$ cat config.mk
export PLATFORM = sky130hd
export DESIGN_NAME = l2_l4_packet_header_parser
export DESIGN_NICKNAME = d
export VERILOG_FILES = /design/src/sv/l2l4hp_pkg.sv /design/src/sv/l2_l4_packet_header_parser.sv /design/src/sv/l2l4hp_front.sv /design/src/sv/l2l4hp_queue.sv /design/src/sv/l2l4hp_back.sv
export SDC_FILE = /design/constraint.sdc
export NUM_CORES = 1
export LEC_CHECK = 0
export ABC_AREA = 1
export BUFFER_PORTS_ARGS = -buffer_cell sky130_fd_sc_hd__buf_4
export CORE_UTILIZATION = 61
export CTS_CLUSTER_DIAMETER = 100
export DETAILED_ROUTE_END_ITERATION = 12
export PLACE_DENSITY = 0.85
export SYNTH_ARGS = -nofsm -noshare
export SYNTH_HDL_FRONTEND = slang
export SYNTH_SLANG_ARGS = --single-unit
$ cat constraint.sdc
create_clock -name clk -period 12.7 [get_ports clk]
set_clock_uncertainty 0.2 [all_clocks]
set_input_delay 2.54 -clock clk [delete_from_list [all_inputs] [get_ports clk]]
set_output_delay 2.54 -clock clk [all_outputs]
set_load 0.05 [all_outputs]
$ cat src/sv/l2l4hp_pkg.sv
package l2l4hp_pkg;

  // Default build-time values.
  localparam int ICMP_HEADER_BYTES_DEF = 8;
  localparam int COUNT_BITS_DEF        = 16;
  localparam int QUEUE_DEPTH_DEF       = 2;

  // Width of the frame length carried from the front to the back.
  localparam int LEN_BITS = 16;

  // Header layout constants.
  localparam logic [15:0] ETH_TYPE_IPV4 = 16'h0800;
  localparam logic [15:0] ETH_TYPE_IPV6 = 16'h86DD;
  localparam logic [7:0]  PROTO_ICMPV4  = 8'd1;
  localparam logic [7:0]  PROTO_TCP     = 8'd6;
  localparam logic [7:0]  PROTO_UDP     = 8'd17;
  localparam logic [7:0]  PROTO_ICMPV6  = 8'd58;

  localparam int ETH_LEN      = 14;
  localparam int IPV4_MIN_LEN = 20;
  localparam int IPV6_LEN     = 40;
  localparam int TCP_LEN      = 20;
  localparam int UDP_LEN      = 8;

  // Byte offsets inside the frame.
  localparam int OFS_TYPE_HI   = 12;
  localparam int OFS_TYPE_LO   = 13;
  localparam int OFS_IHL       = 14;
  localparam int OFS_V6_NEXT   = 20;
  localparam int OFS_V6_HOPS   = 21;
  localparam int OFS_V4_TTL    = 22;
  localparam int OFS_V4_PROTO  = 23;
  localparam int OFS_SRC_FIRST = 26;
  localparam int OFS_SRC_LAST  = 29;
  localparam int OFS_DST_FIRST = 30;
  localparam int OFS_DST_LAST  = 33;
  localparam int OFS_V6_L4     = ETH_LEN + IPV6_LEN;

  // Layer kind codes.
  localparam logic [1:0] L3_NONE = 2'd0;
  localparam logic [1:0] L3_IPV4 = 2'd1;
  localparam logic [1:0] L3_IPV6 = 2'd2;

  localparam logic [1:0] ICMP_NONE = 2'd0;
  localparam logic [1:0] ICMP_V4   = 2'd1;
  localparam logic [1:0] ICMP_V6   = 2'd2;

  // One input beat.
  typedef struct packed {
    logic [7:0] data_byte;
    logic       last_byte;
  } hdr_in_t;

  // One parsed record.
  typedef struct packed {
    logic [15:0] eth_type;
    logic [1:0]  l3_kind;
    logic [7:0]  next_protocol;
    logic [7:0]  hop_limit;
    logic [31:0] source_ipv4;
    logic [31:0] dest_ipv4;
    logic        has_ports;
    logic [15:0] source_port;
    logic [15:0] dest_port;
    logic [1:0]  icmp_kind;
    logic [7:0]  icmp_msg_type;
    logic [7:0]  icmp_msg_code;
  } hdr_out_t;

  // Raw fields latched by the front for one frame, not yet classified.
  typedef struct packed {
    logic [LEN_BITS-1:0] frame_len;
    logic [15:0]         eth_type;
    logic [3:0]          header_words;
    logic [7:0]          proto;
    logic [7:0]          hops;
    logic [31:0]         src_addr;
    logic [31:0]         dst_addr;
    logic [31:0]         port_pair;
    logic [15:0]         icmp_pair;
  } raw_rec_t;

  // Handshake between the queue and its neighbors.
  typedef struct packed {
    logic push;
    logic pop;
  } q_ctrl_t;

  typedef struct packed {
    logic full;
    logic empty;
  } q_stat_t;

endpackage

$ cat src/sv/l2_l4_packet_header_parser.sv
// Layer 2 to layer 4 header parser.
//
// Input channel: one captured frame byte per beat in wire order, with
// last_byte set on the final byte. A beat is taken when in_push is high and
// in_full is low. Bytes are taken one per clock while not full, no frame gaps.
// Result channel: one parsed record per frame (EtherType, IPv4/IPv6 kind,
// protocol, hop limit, IPv4 addresses, TCP/UDP ports, ICMP type and code),
// shown while out_empty is low and taken when out_pop is high.
// The record passes through the record queue and the output register before
// it is shown. Throughput: one byte per cycle while in_full is low; a one-byte
// frame every cycle is sustained while results are popped each cycle.
// The front counts bytes and latches fields; a two-entry record queue and an
// output register separate it from the back, which classifies each record.
// When the receiver stalls, the queue fills and in_full rises once two
// records wait behind the held result; no byte or record is lost.
// Reset (synchronous, active low) clears the byte count, the partial frame
// and all queued results.
module l2_l4_packet_header_parser #(
  parameter int ICMP_HEADER_BYTES = l2l4hp_pkg::ICMP_HEADER_BYTES_DEF,
  parameter int COUNT_BITS        = l2l4hp_pkg::COUNT_BITS_DEF
) (
  input  logic                 clk,
  input  logic                 rst_n,
  input  logic                 in_push,
  output logic                 in_full,
  input  l2l4hp_pkg::hdr_in_t  in_data,
  output logic                 out_empty,
  input  logic                 out_pop,
  output l2l4hp_pkg::hdr_out_t out_data
);
  import l2l4hp_pkg::*;

  logic     beat_take;
  logic     rec_push;
  logic     rec_take;
  raw_rec_t front_rec;
  raw_rec_t head_rec;
  q_ctrl_t  q_ctrl;
  q_stat_t  q_stat;

  assign in_full   = q_stat.full;
  assign beat_take = in_push && !q_stat.full;

  // Byte counting and field capture.
  l2l4hp_front #(
    .COUNT_BITS(COUNT_BITS)
  ) u_front (
    .clk      (clk),
    .rst_n    (rst_n),
    .beat_take(beat_take),
    .beat     (in_data),
    .rec_push (rec_push),
    .rec      (front_rec)
  );

  // Short record queue between front and back.
  assign q_ctrl.push = rec_push;
  assign q_ctrl.pop  = rec_take;

  l2l4hp_queue #(
    .DEPTH(QUEUE_DEPTH_DEF)
  ) u_queue (
    .clk   (clk),
    .rst_n (rst_n),
    .ctrl  (q_ctrl),
    .wr_rec(front_rec),
    .stat  (q_stat),
    .rd_rec(head_rec)
  );

  // Classification and result register.
  l2l4hp_back #(
    .ICMP_HEADER_BYTES(ICMP_HEADER_BYTES)
  ) u_back (
    .clk      (clk),
    .rst_n    (rst_n),
    .rec      (head_rec),
    .rec_avail(!q_stat.empty),
    .rec_take (rec_take),
    .res_pop  (out_pop),
    .res_empty(out_empty),
    .res      (out_data)
  );

endmodule

$ cat src/sv/l2l4hp_front.sv
module l2l4hp_front #(
  parameter int COUNT_BITS = l2l4hp_pkg::COUNT_BITS_DEF
) (
  input  logic                 clk,
  input  logic                 rst_n,
  input  logic                 beat_take,
  input  l2l4hp_pkg::hdr_in_t  beat,
  output logic                 rec_push,
  output l2l4hp_pkg::raw_rec_t rec
);
  import l2l4hp_pkg::*;

  logic [COUNT_BITS-1:0] cnt_r, cnt_nxt;
  logic [15:0]           type_r, type_nxt;
  logic [3:0]            words_r, words_nxt;
  logic [7:0]            proto_r, proto_nxt;
  logic [7:0]            hops_r, hops_nxt;
  logic [31:0]           src_r, src_nxt;
  logic [31:0]           dst_r, dst_nxt;
  logic [31:0]           ports_r, ports_nxt;
  logic [15:0]           icmp_r, icmp_nxt;

  logic [COUNT_BITS-1:0] pos;
  logic [COUNT_BITS-1:0] l4_start;
  logic [COUNT_BITS-1:0] l4_ofs;
  logic [6:0]            l4_start_small;
  logic [3:0]            words_now;
  logic                  live;
  logic                  in_l4;
  logic [7:0]            b;

  assign pos  = cnt_r;
  assign b    = beat.data_byte;
  assign live = (cnt_r != '1);

  // Latch header fields as their offsets pass.
  always_comb begin
    type_nxt  = type_r;
    words_nxt = words_r;
    proto_nxt = proto_r;
    hops_nxt  = hops_r;
    src_nxt   = src_r;
    dst_nxt   = dst_r;
    ports_nxt = ports_r;
    icmp_nxt  = icmp_r;
    cnt_nxt   = cnt_r;
    if (live) begin
      if (pos == COUNT_BITS'(OFS_TYPE_HI)) type_nxt[15:8] = b;
      if (pos == COUNT_BITS'(OFS_TYPE_LO)) type_nxt[7:0] = b;
      if (pos == COUNT_BITS'(OFS_IHL)) words_nxt = b[3:0];
      if (type_nxt == ETH_TYPE_IPV4) begin
        if (pos == COUNT_BITS'(OFS_V4_TTL)) hops_nxt = b;
        if (pos == COUNT_BITS'(OFS_V4_PROTO)) proto_nxt = b;
      end else if (type_nxt == ETH_TYPE_IPV6) begin
        if (pos == COUNT_BITS'(OFS_V6_NEXT)) proto_nxt = b;
        if (pos == COUNT_BITS'(OFS_V6_HOPS)) hops_nxt = b;
      end
      if (pos >= COUNT_BITS'(OFS_SRC_FIRST) && pos <= COUNT_BITS'(OFS_SRC_LAST)) begin
        src_nxt = {src_r[23:0], b};
      end
      if (pos >= COUNT_BITS'(OFS_DST_FIRST) && pos <= COUNT_BITS'(OFS_DST_LAST)) begin
        dst_nxt = {dst_r[23:0], b};
      end
      if (in_l4) begin
        case (l4_ofs[1:0])
          2'd0: begin
            ports_nxt[31:24] = b;
            icmp_nxt[15:8]   = b;
          end
          2'd1: begin
            ports_nxt[23:16] = b;
            icmp_nxt[7:0]    = b;
          end
          2'd2: ports_nxt[15:8] = b;
          2'd3: ports_nxt[7:0] = b;
          default: ports_nxt = ports_r;
        endcase
      end
      cnt_nxt = cnt_r + 1'b1;
    end
  end

  // Where the transport header begins; a length nibble arriving now counts at once.
  // The EtherType is already settled once the transport header can begin.
  always_comb begin
    words_now = (pos == COUNT_BITS'(OFS_IHL)) ? b[3:0] : words_r;
    if (type_r == ETH_TYPE_IPV6) begin
      l4_start_small = 7'(OFS_V6_L4);
    end else begin
      l4_start_small = 7'(ETH_LEN) + {1'b0, words_now, 2'b00};
    end
    l4_start = COUNT_BITS'(l4_start_small);
    l4_ofs   = pos - l4_start;
    in_l4    = (pos >= COUNT_BITS'(ETH_LEN)) && (pos >= l4_start) &&
               (l4_ofs < COUNT_BITS'(4));
  end

  // Frame record handed to the queue on the last beat.
  always_comb begin
    rec_push         = beat_take && beat.last_byte;
    rec.frame_len    = LEN_BITS'(cnt_nxt);
    rec.eth_type     = type_nxt;
    rec.header_words = words_nxt;
    rec.proto        = proto_nxt;
    rec.hops         = hops_nxt;
    rec.src_addr     = src_nxt;
    rec.dst_addr     = dst_nxt;
    rec.port_pair    = ports_nxt;
    rec.icmp_pair    = icmp_nxt;
  end

  // Frame state; everything clears after the last beat.
  always_ff @(posedge clk) begin
    if (!rst_n || rec_push) begin
      cnt_r   <= '0;
      type_r  <= '0;
      words_r <= '0;
      proto_r <= '0;
      hops_r  <= '0;
      src_r   <= '0;
      dst_r   <= '0;
      ports_r <= '0;
      icmp_r  <= '0;
    end else if (beat_take) begin
      cnt_r   <= cnt_nxt;
      type_r  <= type_nxt;
      words_r <= words_nxt;
      proto_r <= proto_nxt;
      hops_r  <= hops_nxt;
      src_r   <= src_nxt;
      dst_r   <= dst_nxt;
      ports_r <= ports_nxt;
      icmp_r  <= icmp_nxt;
    end
  end

endmodule

$ cat src/sv/l2l4hp_queue.sv
module l2l4hp_queue #(
  parameter int DEPTH = l2l4hp_pkg::QUEUE_DEPTH_DEF
) (
  input  logic                 clk,
  input  logic                 rst_n,
  input  l2l4hp_pkg::q_ctrl_t  ctrl,
  input  l2l4hp_pkg::raw_rec_t wr_rec,
  output l2l4hp_pkg::q_stat_t  stat,
  output l2l4hp_pkg::raw_rec_t rd_rec
);
  import l2l4hp_pkg::*;

  localparam int AW = (DEPTH > 1) ? $clog2(DEPTH) : 1;
  localparam int CW = $clog2(DEPTH + 1);

  raw_rec_t        slot_r [DEPTH];
  logic [AW-1:0]   wr_ptr_r, wr_ptr_nxt;
  logic [AW-1:0]   rd_ptr_r, rd_ptr_nxt;
  logic [CW-1:0]   cnt_r, cnt_nxt;
  logic            do_push, do_pop;

  assign stat.full  = (cnt_r == CW'(DEPTH));
  assign stat.empty = (cnt_r == '0);
  assign do_push    = ctrl.push && !stat.full;
  assign do_pop     = ctrl.pop && !stat.empty;
  assign rd_rec     = slot_r[rd_ptr_r];

  // Pointer and occupancy update.
  always_comb begin
    wr_ptr_nxt = wr_ptr_r;
    rd_ptr_nxt = rd_ptr_r;
    cnt_nxt    = cnt_r;
    if (do_push) begin
      wr_ptr_nxt = (wr_ptr_r == AW'(DEPTH - 1)) ? '0 : wr_ptr_r + 1'b1;
    end
    if (do_pop) begin
      rd_ptr_nxt = (rd_ptr_r == AW'(DEPTH - 1)) ? '0 : rd_ptr_r + 1'b1;
    end
    if (do_push && !do_pop) begin
      cnt_nxt = cnt_r + 1'b1;
    end else if (do_pop && !do_push) begin
      cnt_nxt = cnt_r - 1'b1;
    end
  end

  always_ff @(posedge clk) begin
    if (!rst_n) begin
      wr_ptr_r <= '0;
      rd_ptr_r <= '0;
      cnt_r    <= '0;
    end else begin
      wr_ptr_r <= wr_ptr_nxt;
      rd_ptr_r <= rd_ptr_nxt;
      cnt_r    <= cnt_nxt;
    end
  end

  // Record storage.
  always_ff @(posedge clk) begin
    if (do_push) begin
      slot_r[wr_ptr_r] <= wr_rec;
    end
  end

endmodule

$ cat src/sv/l2l4hp_back.sv
module l2l4hp_back #(
  parameter int ICMP_HEADER_BYTES = l2l4hp_pkg::ICMP_HEADER_BYTES_DEF
) (
  input  logic                 clk,
  input  logic                 rst_n,
  input  l2l4hp_pkg::raw_rec_t rec,
  input  logic                 rec_avail,
  output logic                 rec_take,
  input  logic                 res_pop,
  output logic                 res_empty,
  output l2l4hp_pkg::hdr_out_t res
);
  import l2l4hp_pkg::*;

  hdr_out_t              res_r, res_nxt;
  logic                  valid_r, valid_nxt;
  logic [LEN_BITS-1:0]   rest;
  logic [LEN_BITS-1:0]   trem;
  logic [LEN_BITS-1:0]   hdr_len;
  logic                  eth_ok, v4_ok, v6_ok, l3_ok;
  logic [7:0]            icmp_proto;
  logic [1:0]            icmp_code;

  // Layer checks against the captured length.
  always_comb begin
    eth_ok     = rec.frame_len >= LEN_BITS'(ETH_LEN);
    rest       = rec.frame_len - LEN_BITS'(ETH_LEN);
    hdr_len    = LEN_BITS'({rec.header_words, 2'b00});
    v4_ok      = (rec.eth_type == ETH_TYPE_IPV4) && (rest >= LEN_BITS'(IPV4_MIN_LEN)) &&
                 (rest >= hdr_len);
    v6_ok      = (rec.eth_type == ETH_TYPE_IPV6) && (rest >= LEN_BITS'(IPV6_LEN));
    l3_ok      = eth_ok && (v4_ok || v6_ok);
    trem       = v6_ok ? (rest - LEN_BITS'(IPV6_LEN)) : (rest - hdr_len);
    icmp_proto = v6_ok ? PROTO_ICMPV6 : PROTO_ICMPV4;
    icmp_code  = v6_ok ? ICMP_V6 : ICMP_V4;
  end

  // Build the result record.
  always_comb begin
    res_nxt = '0;
    if (eth_ok) begin
      res_nxt.eth_type = rec.eth_type;
    end
    if (l3_ok) begin
      res_nxt.l3_kind       = v6_ok ? L3_IPV6 : L3_IPV4;
      res_nxt.next_protocol = rec.proto;
      res_nxt.hop_limit     = rec.hops;
      if (!v6_ok) begin
        res_nxt.source_ipv4 = rec.src_addr;
        res_nxt.dest_ipv4   = rec.dst_addr;
      end
      if ((rec.proto == PROTO_TCP && trem >= LEN_BITS'(TCP_LEN)) ||
          (rec.proto == PROTO_UDP && trem >= LEN_BITS'(UDP_LEN))) begin
        res_nxt.has_ports   = 1'b1;
        res_nxt.source_port = rec.port_pair[31:16];
        res_nxt.dest_port   = rec.port_pair[15:0];
      end
      if (rec.proto == icmp_proto && trem >= LEN_BITS'(ICMP_HEADER_BYTES)) begin
        res_nxt.icmp_kind     = icmp_code;
        res_nxt.icmp_msg_type = rec.icmp_pair[15:8];
        res_nxt.icmp_msg_code = rec.icmp_pair[7:0];
      end
    end
  end

  // Output register: refill when empty or when the held result leaves.
  always_comb begin
    rec_take  = rec_avail && (!valid_r || res_pop);
    valid_nxt = valid_r;
    if (rec_take) begin
      valid_nxt = 1'b1;
    end else if (res_pop) begin
      valid_nxt = 1'b0;
    end
  end

  always_ff @(posedge clk) begin
    if (!rst_n) begin
      valid_r <= 1'b0;
    end else begin
      valid_r <= valid_nxt;
    end
  end

  always_ff @(posedge clk) begin
    if (rec_take) begin
      res_r <= res_nxt;
    end
  end

  assign res_empty = !valid_r;
  assign res       = res_r;

endmodule

==> results of run 1 <==
## flip-flops by register name, indices dropped and copies added, names as in the netlist, named ones only
name              flops
u_queue.slot_r      328
u_back.res          149
u_front.dst_r        32
u_front.ports_r      32
u_front.src_r        32
u_front.cnt_r        16
u_front.icmp_r       16
u_front.type_r       16
u_front.hops_r        8
u_front.proto_r       8
u_front.words_r       4
u_queue.cnt_r         2
u_back.valid_r        1
u_queue.rd_ptr_r      1
u_queue.wr_ptr_r      1
## cells in the mapped netlist (2+ instances only)
cell / count
nand3b_1: 2
ha_1: 17
nor3_1: 16
buf_4: 4
nor2_1: 284
clkbuf_1: 102
xnor2_1: 3
xor2_1: 25
buf_1: 14
buf_2: 8
nor2_4: 26
a21oi_1: 187
or2_2: 23
or2_0: 4
nor4_1: 14
a31oi_1: 2
dfxtp_1: 170
edfxtp_1: 477
nand2_2: 23
inv_1: 360
inv_2: 14
nand3_4: 2
nor2_2: 11
o21ai_1: 34
nand2_4: 5
o21ai_2: 2
mux2i_1: 60
nor4_4: 2
o21ai_0: 307
a211oi_1: 7
nand4_1: 33
o211ai_1: 9
nand2_1: 602
nor3b_2: 2
nand3_1: 64
fa_1: 2
buf_6: 9
buf_12: 2
## stage by stage
stage / power [mW] / instances / util, %
3_5_place_dp: 5.95 / 3591 / 65.1
6_report: 7.77 / 3707 / 69.4
5_1_grt: 8.14 / 3707 / 69.4
3_3_place_gp: 5.87 / 3591 / 65.1
4_1_cts: 7.78 / 3707 / 69.4
2_1_floorplan: 5.21 / 2940 / -
## layer usage
layer / GRT usage, % / part of all wire [%] / vias up
met5: 0 / 0 / -
met4: 12.5 / 4.1 / 0
met3: 3.72 / 7.1 / 189
met2: 46.6 / 48 / 932
met1: 39.0 / 41 / 9977
li1: - / - / 9963
## logic make-up after synthesis
group,after synthesis,synth area share (%)
and+or+nand+nor,1116,17.1
adders and majority gates,19,0.882
buffers and inverters,514,7.17
xor gates and xnor gates,29,0.913
AOI/OAI and AO/OA,555,9.96
DFF,647,61.9
muxes,60,2.10
## cell type report
cell class                      instances  area share, %
Sequential cell                       647           55.0
Tap cell                              607           2.35
Timing Repair Buffer                  183           4.30
Multi-Input combinational cell       1779           27.7
Inverter                              375           4.38
Clock inverter                         41           1.21
Clock buffer                           75           5.09
## report_power, final
group	total [mW]	leakage, nW	internal, mW	switching, mW
clock network	1.83	0.992	1.03	0.800
registers	3.02	5.96	2.82	0.202
logic	2.92	6.58	0.767	2.16
## path summary, 6_finish.rpt
check	startpoint	endpoint	slack, ns
setup / recovery	in_data[1]	u_front.ports_r[22]	5.89
hold / removal	u_queue.rd_ptr_r	flop	0.25
setup reg to reg	flop	u_back.res[32]	6.08
hold reg to reg	u_queue.rd_ptr_r	flop	0.25
==> flow_summary_export.csv, run 1 <==
group,metric,value,unit
setup_path,cp.arrival,7.18,ns
setup_path,crit_fanout,17,
place,numPortBuffers,163,
clocking,clk_latency,0.65,ns
clocking,postCtsResizedCells,0,
min_path,hold_path.class,"reg2reg",
yosys,syn_nets,2972,
die,core,46500,um2
power_and_ir_drop,ir_worst_vdd,252,uV
cells_and_area,final_common_cell,"nand2_1",
sta,maxSlewViolCount,0,
yosys,syn_area_per_cell,9.74,um2
cells_and_area,register_area,17700,um2
sta,slew_headroom,15.4,%
global_route,grt_max_degree,155,
die,pin_count,164,
setup_path,cp-start-kind,"input pin",
setup_path,rr_worst_depth,19,
clocking,cts_buffers,61,
clocking,cts_setup_buffers,0,
setup_path,path_depth,23,
yosys,yosysSeqAreaShare,61.9,%
yosys,ys_warn_count,0,
yosys,yosysUniqueCellTypes,50,
setup_path,cp_data_required_time,13.07,ns
setup_path,critPathBufInv,6,
yosys,synth_edf_count,477,
place,gp_congestion,0.928,
place,dpl-instance-area,30200,um2
sta,fin_ws,5.89,ns
clocking,cts_hold_buffers,0,
clocking,cts-root-buf,"clkbuf_16",
die,die-area,47800,um2
yosys,mappedNetlistArea,28600,um2
global_route,grt_pass1_wl,108000,um
drt,vias,21100,
setup_path,path_class,"in2reg",
die,dieWidth,219,um
global_route,grt_overflow,0,
yosys,synthFlopType,"edfxtp_1",
sta,setup_violations,0,
cells_and_area,multi_input_area,8940,um2
sta,hold_slack,0.253,ns
yosys,ys_top_cells_by_area,"edfxtp_1 50%, dfxtp_1 12%, nand2_1 7.9%, o21ai_0 5.4%, inv_1 4.7%",
clocking,clkTransAtPathRegs,0.06,ns
cells_and_area,stdcell_area,32300,um2
cells_and_area,n_antenna_cell,0,
sta,rsz0062_at_grt,"no",
cells_and_area,fillers,3250,
min_path,hold_depth,1,
drt,drt-pass1-iter-count,6,
die,num_rows,79,
clocking,cts.sinks,647,
yosys,synth.largest_area_cell,"edfxtp_1",
sta,fin_crit_sh,53.6,%
sta,finalSetupTns,0,ns
yosys,synthArstFlopShare,0,%
place,dp_hpwl,42800,um
cells_and_area,syn_to_final_growth,12.6,%
setup_path,cp-end-kind,"flop",
sta,worst_slew_pin_slew,1.27,ns
clocking,cts_max_path_buffers,3,
power_and_ir_drop,p_leak,13.5,nW
drt,drt-initial-drc-count,2515,
power_and_ir_drop,pwr_density_cell,241,nW/um2
cells_and_area,nets,3079,
drt,ant_nets,0,
die,die_h,219,um
setup_path,worstPathCellList,"buf_4 > inv_1 > a21oi_1 > nor2_1 > inv_1 > or2_2 > a21oi_1 > ha_1 > nand2_1 > nand2_1 > nand2_1 > nand2_1 > nand2_1 > inv_1 > nor2_1 > xor2_1 > a211oi_1 > nand3_1 > inv_1 > nand2_1 > nand2_1 > o21ai_0 > inv_1",
global_route,antenna_found_initial,0,
die,start_util,61.7,%
place,dpl_worst_slack,5.34,ns
clocking,h-tree-depth,2,
run,drv_cap,0,
setup_path,max_stage_delay,0.74,ns
drt,drc_errors,0,
sta,hold_viol,0,
drt,drt-total-wl,68600,um
global_route,grt_usage,28.7,%
outcome,status,"finished, final reports clean",
setup_path,crit_family,"simple AND/OR/NAND/NOR gates",
drt,avgRoutedWirePerCell,18.5,um
cells_and_area,final_layout_size_suffix_gt1_share,13.0,%
cells_and_area,layout_common_cells,"600 x nand2_1, 477 x edfxtp_1, 360 x inv_1",
setup_path,slowest_stage,"nand3_1",
sta,finalCriticalPeriod,6.81,ns
yosys,ys_ff_latch,647,
clocking,cts_tree,"built",
sta,max_freq,147,MHz
global_route,grt_pass1_vias,20400,
setup_path,crit_top_cell,"nand2_1",
yosys,synthCells,2940,
drt,post_drt_via_cell_ratio,5.68,
yosys,synth_top_cell_area_share,50.0,%
No activity file was read; power rests on OpenSTA's default activity.
==> run 2, diff against run 1 <==
ABC_AREA = 0   (was 1)
clock period = 7 ns   (was 12.7 ns; I/O delays follow)
==> flow_summary_export.csv, run 2 <==
group,metric,value,unit
drt,vias,17000,
yosys,synth_compound_area_share,4.79,%
yosys,synthFlopType,"edfxtp_1",
sta,finalSetupTns,0,ns
setup_path,cp.arrival,6.03,ns
min_path,min-delay-start,"u_front.ports_r[21]",
yosys,mappedNetlistArea,26900,um2
outcome,status,"finished, final reports clean",
cells_and_area,stdcell_area,30600,um2
clocking,cts_buffers,60,
clocking,cts-root-buf,"clkbuf_16",
global_route,grt_pass1_vias,16900,
sta,worst_slew_pin_slew,1.20,ns
cells_and_area,nets,2238,
cells_and_area,syn_to_final_growth,13.5,%
setup_path,r2r-end,"u_front.ports_r[28]",
run,drv_cap,0,
yosys,synth_top_cell_area_share,53.2,%
setup_path,critPathBufInv,1,
die,start_util,62.2,%
sta,setup_violations,0,
clocking,cts_tree,"built",
clocking,cts.sinks,647,
cells_and_area,largest_register_ffs,328,
setup_path,r2r_setup_slack,1.29,ns
clocking,cts_max_path_buffers,3,
yosys,yosysSeqAreaShare,65.8,%
die,die_h,212,um
setup_path,crit_family,"simple AND/OR/NAND/NOR gates",
setup_path,r2r_start,"u_front.cnt_r[11]",
place,dp_hpwl,36400,um
sta,slew_headroom,19.8,%
yosys,synth_most_common_cell,"edfxtp_1",
place,numPortBuffers,163,
power_and_ir_drop,p_leak,11.3,nW
power_and_ir_drop,pwr_density_cell,373,nW/um2
die,core,43400,um2
global_route,grt_usage,26.9,%
setup_path,max_stage_delay,0.62,ns
setup_path,rr_worst_depth,18,
cells_and_area,final_common_cell,"edfxtp_1",
min_path,whs_endpoint,"u_front.ports_r[21]",
global_route,grt_overflow,0,
setup_path,cp-end-kind,"flop",
yosys,yosys.area_share.simple,11.4,%
cells_and_area,largest-register,"u_queue.slot_r",
drt,wirelength_met1,24500,um
die,pin_count,164,
yosys,synth.largest_area_cell,"edfxtp_1",
setup_path,path_class,"reg2reg",
sta,rsz0062_at_grt,"no",
yosys,synth_top_family_by_area,"multiplexers",
sta,max_freq,175,MHz
die,num_rows,76,
drt,post_drt_via_cell_ratio,5.98,
clocking,h-tree-depth,2,
cells_and_area,layout_common_cells,"477 x edfxtp_1, 283 x nor2_1, 206 x mux2i_1",
drt,drt-total-wl,60300,um
yosys,synth_adder_area_share,0.891,%
sta,finalCriticalPeriod,5.71,ns
setup_path,cp-start-kind,"flop",
setup_path,slowest_stage,"nor2_1",
setup_path,worstPathCellList,"or4_1 > and4b_1 > nand2_1 > mux2i_1 > xnor2_1 > nand2_1 > ha_1 > nor2b_1 > o21ai_0 > nor3b_1 > nor2_1 > or4_1 > a2111oi_2 > buf_4 > nand2_1 > nor2_1 > nand2_1 > a21oi_1",
drt,wl_met2,30200,um
place,gp_congestion,0.917,
yosys,yosysUniqueCellTypes,74,
global_route,grt_max_degree,152,
yosys,synth_edf_count,477,
drt,avgRoutedWirePerCell,21.2,um
yosys,synth_commonest_cells,"477 x edfxtp_1, 285 x nor2_1, 206 x mux2i_1",
drt,drt-pass1-iter-count,8,
die,die-area,45000,um2
global_route,antenna_found_initial,1,
yosys,synthCells,2086,
power_and_ir_drop,ir_worst_vdd,327,uV
drt,drt-initial-drc-count,1267,
yosys,ys_ff_latch,647,
die,dieWidth,212,um
yosys,muxShareOfSynthArea,13.6,%
drt,wl_met3,3520,um
yosys,ys_top_cells_by_area,"edfxtp_1 53%, dfxtp_1 13%, mux2i_1 7.7%, mux2_2 5.9%, nor2_1 4.0%",
yosys,yosys.area_share.xor_xnor,1.17,%
yosys,ys_warn_count,0,
setup_path,crit_fanout,17,
sta,hold_viol,0,
drt,ant_nets,0,
setup_path,crit_top_cell,"nand2_1",
yosys,synthArstFlopShare,0,%
cells_and_area,final_layout_size_suffix_gt1_share,19.4,%
yosys,syn_area_per_cell,12.9,um2
min_path,hold_path.class,"reg2reg",
drt,drc_errors,0,
clocking,clk_latency,0.61,ns
clocking,cts_setup_buffers,0,
yosys,syn_nets,2117,
place,dpl-instance-area,28700,um2
clocking,cts_hold_buffers,0,
setup_path,cp_data_required_time,7.33,ns
min_path,hold_depth,2,
sta,fin_crit_sh,81.5,%
global_route,grt_pass1_wl,92900,um
drt,top_layer,"met4",
sta,maxSlewViolCount,0,
clocking,clkTransAtPathRegs,0.06,ns
setup_path,startpoint,"u_front.cnt_r[11]",
clocking,postCtsResizedCells,0,
-- run 2: cell count changes after synthesis, sizes merged, moves of 22 or more --
cell / change
nand2: -472
nand4: -22
inv: -332
or2: -22
nor2: -36
nand3: -39
a21oi: -93
nor3: +68
mux2: +142
o21ai: -321
mux2i: +146
-- run 2: cell type report --
class,count,area (um2)
Clock inverter,26,206
Antenna cell,1,2.50
Sequential cell,647,17700
Clock buffer,87,1730
Inverter,42,158
Tap cell,585,732
Fill cell,2812,12800
Timing Repair Buffer,181,1410
Multi-Input combinational cell,1275,8630
-- run 2: routing by layer --
| layer | GRT usage (%) | vias up |
|---|---|---|
| li1 | - | 7869 |
| met1 | 35.0 | 8409 |
| met2 | 45.7 | 594 |
| met3 | 3.50 | 137 |
| met4 | 10.8 | 0 |
| met5 | 0 | - |
-- run 2: power breakdown --
part	internal (mW)	switching, mW	total [mW]
logic	0.955	2.33	3.28
registers	4.75	0.208	4.96
clock network	1.79	1.38	3.16
-- run 2: cells by family (layout without fill, tap and decap cells) --
group,count (synthesis),count (layout)
buf+inv,164,336
compound gates,200,200
other cells,0,1
xor+xnor,36,36
fa+ha+maj,18,18
mux,348,348
simple gates,673,673
flops,647,647
-- run 2: how the worst max path moves through the flow --
stage | cells past startpoint | endpoint | slack, ns
global placement | 11 | u_back.res[9] | 1.45
CTS | 11 | u_back.res[8] | 1.35
detailed placement | 11 | u_back.res[8] | 1.34
finish | 18 | u_front.ports_r[28] | 1.29
global route | 17 | u_front.ports_r[28] | 0.91
floorplan | 4 | u_queue.slot_r[1][0] | 0.26
-- run 2: worst min-delay path, stage by stage, from the launching register on --
cell	delay, ns
dfxtp_1	0.31
nand2_1	0.05
a21oi_1	0.05
-- run 2: stage by stage --
stage / hold WS, ns / setup slack (ns) / cells / power, mW / util, %
5_1_grt: 0.267 / 0.911 / 2843 / 11.8 / 70.6
3_5_place_dp: 0.244 / 1.34 / 2730 / 8.30 / 66.1
2_1_floorplan: 0.228 / 0.265 / 2086 / 7.42 / -
4_1_cts: 0.253 / 1.35 / 2843 / 11.4 / 70.6
3_3_place_gp: 0.235 / 1.45 / 2730 / 8.23 / 66.1
6_report: 0.257 / 1.29 / 2844 / 11.4 / 70.6
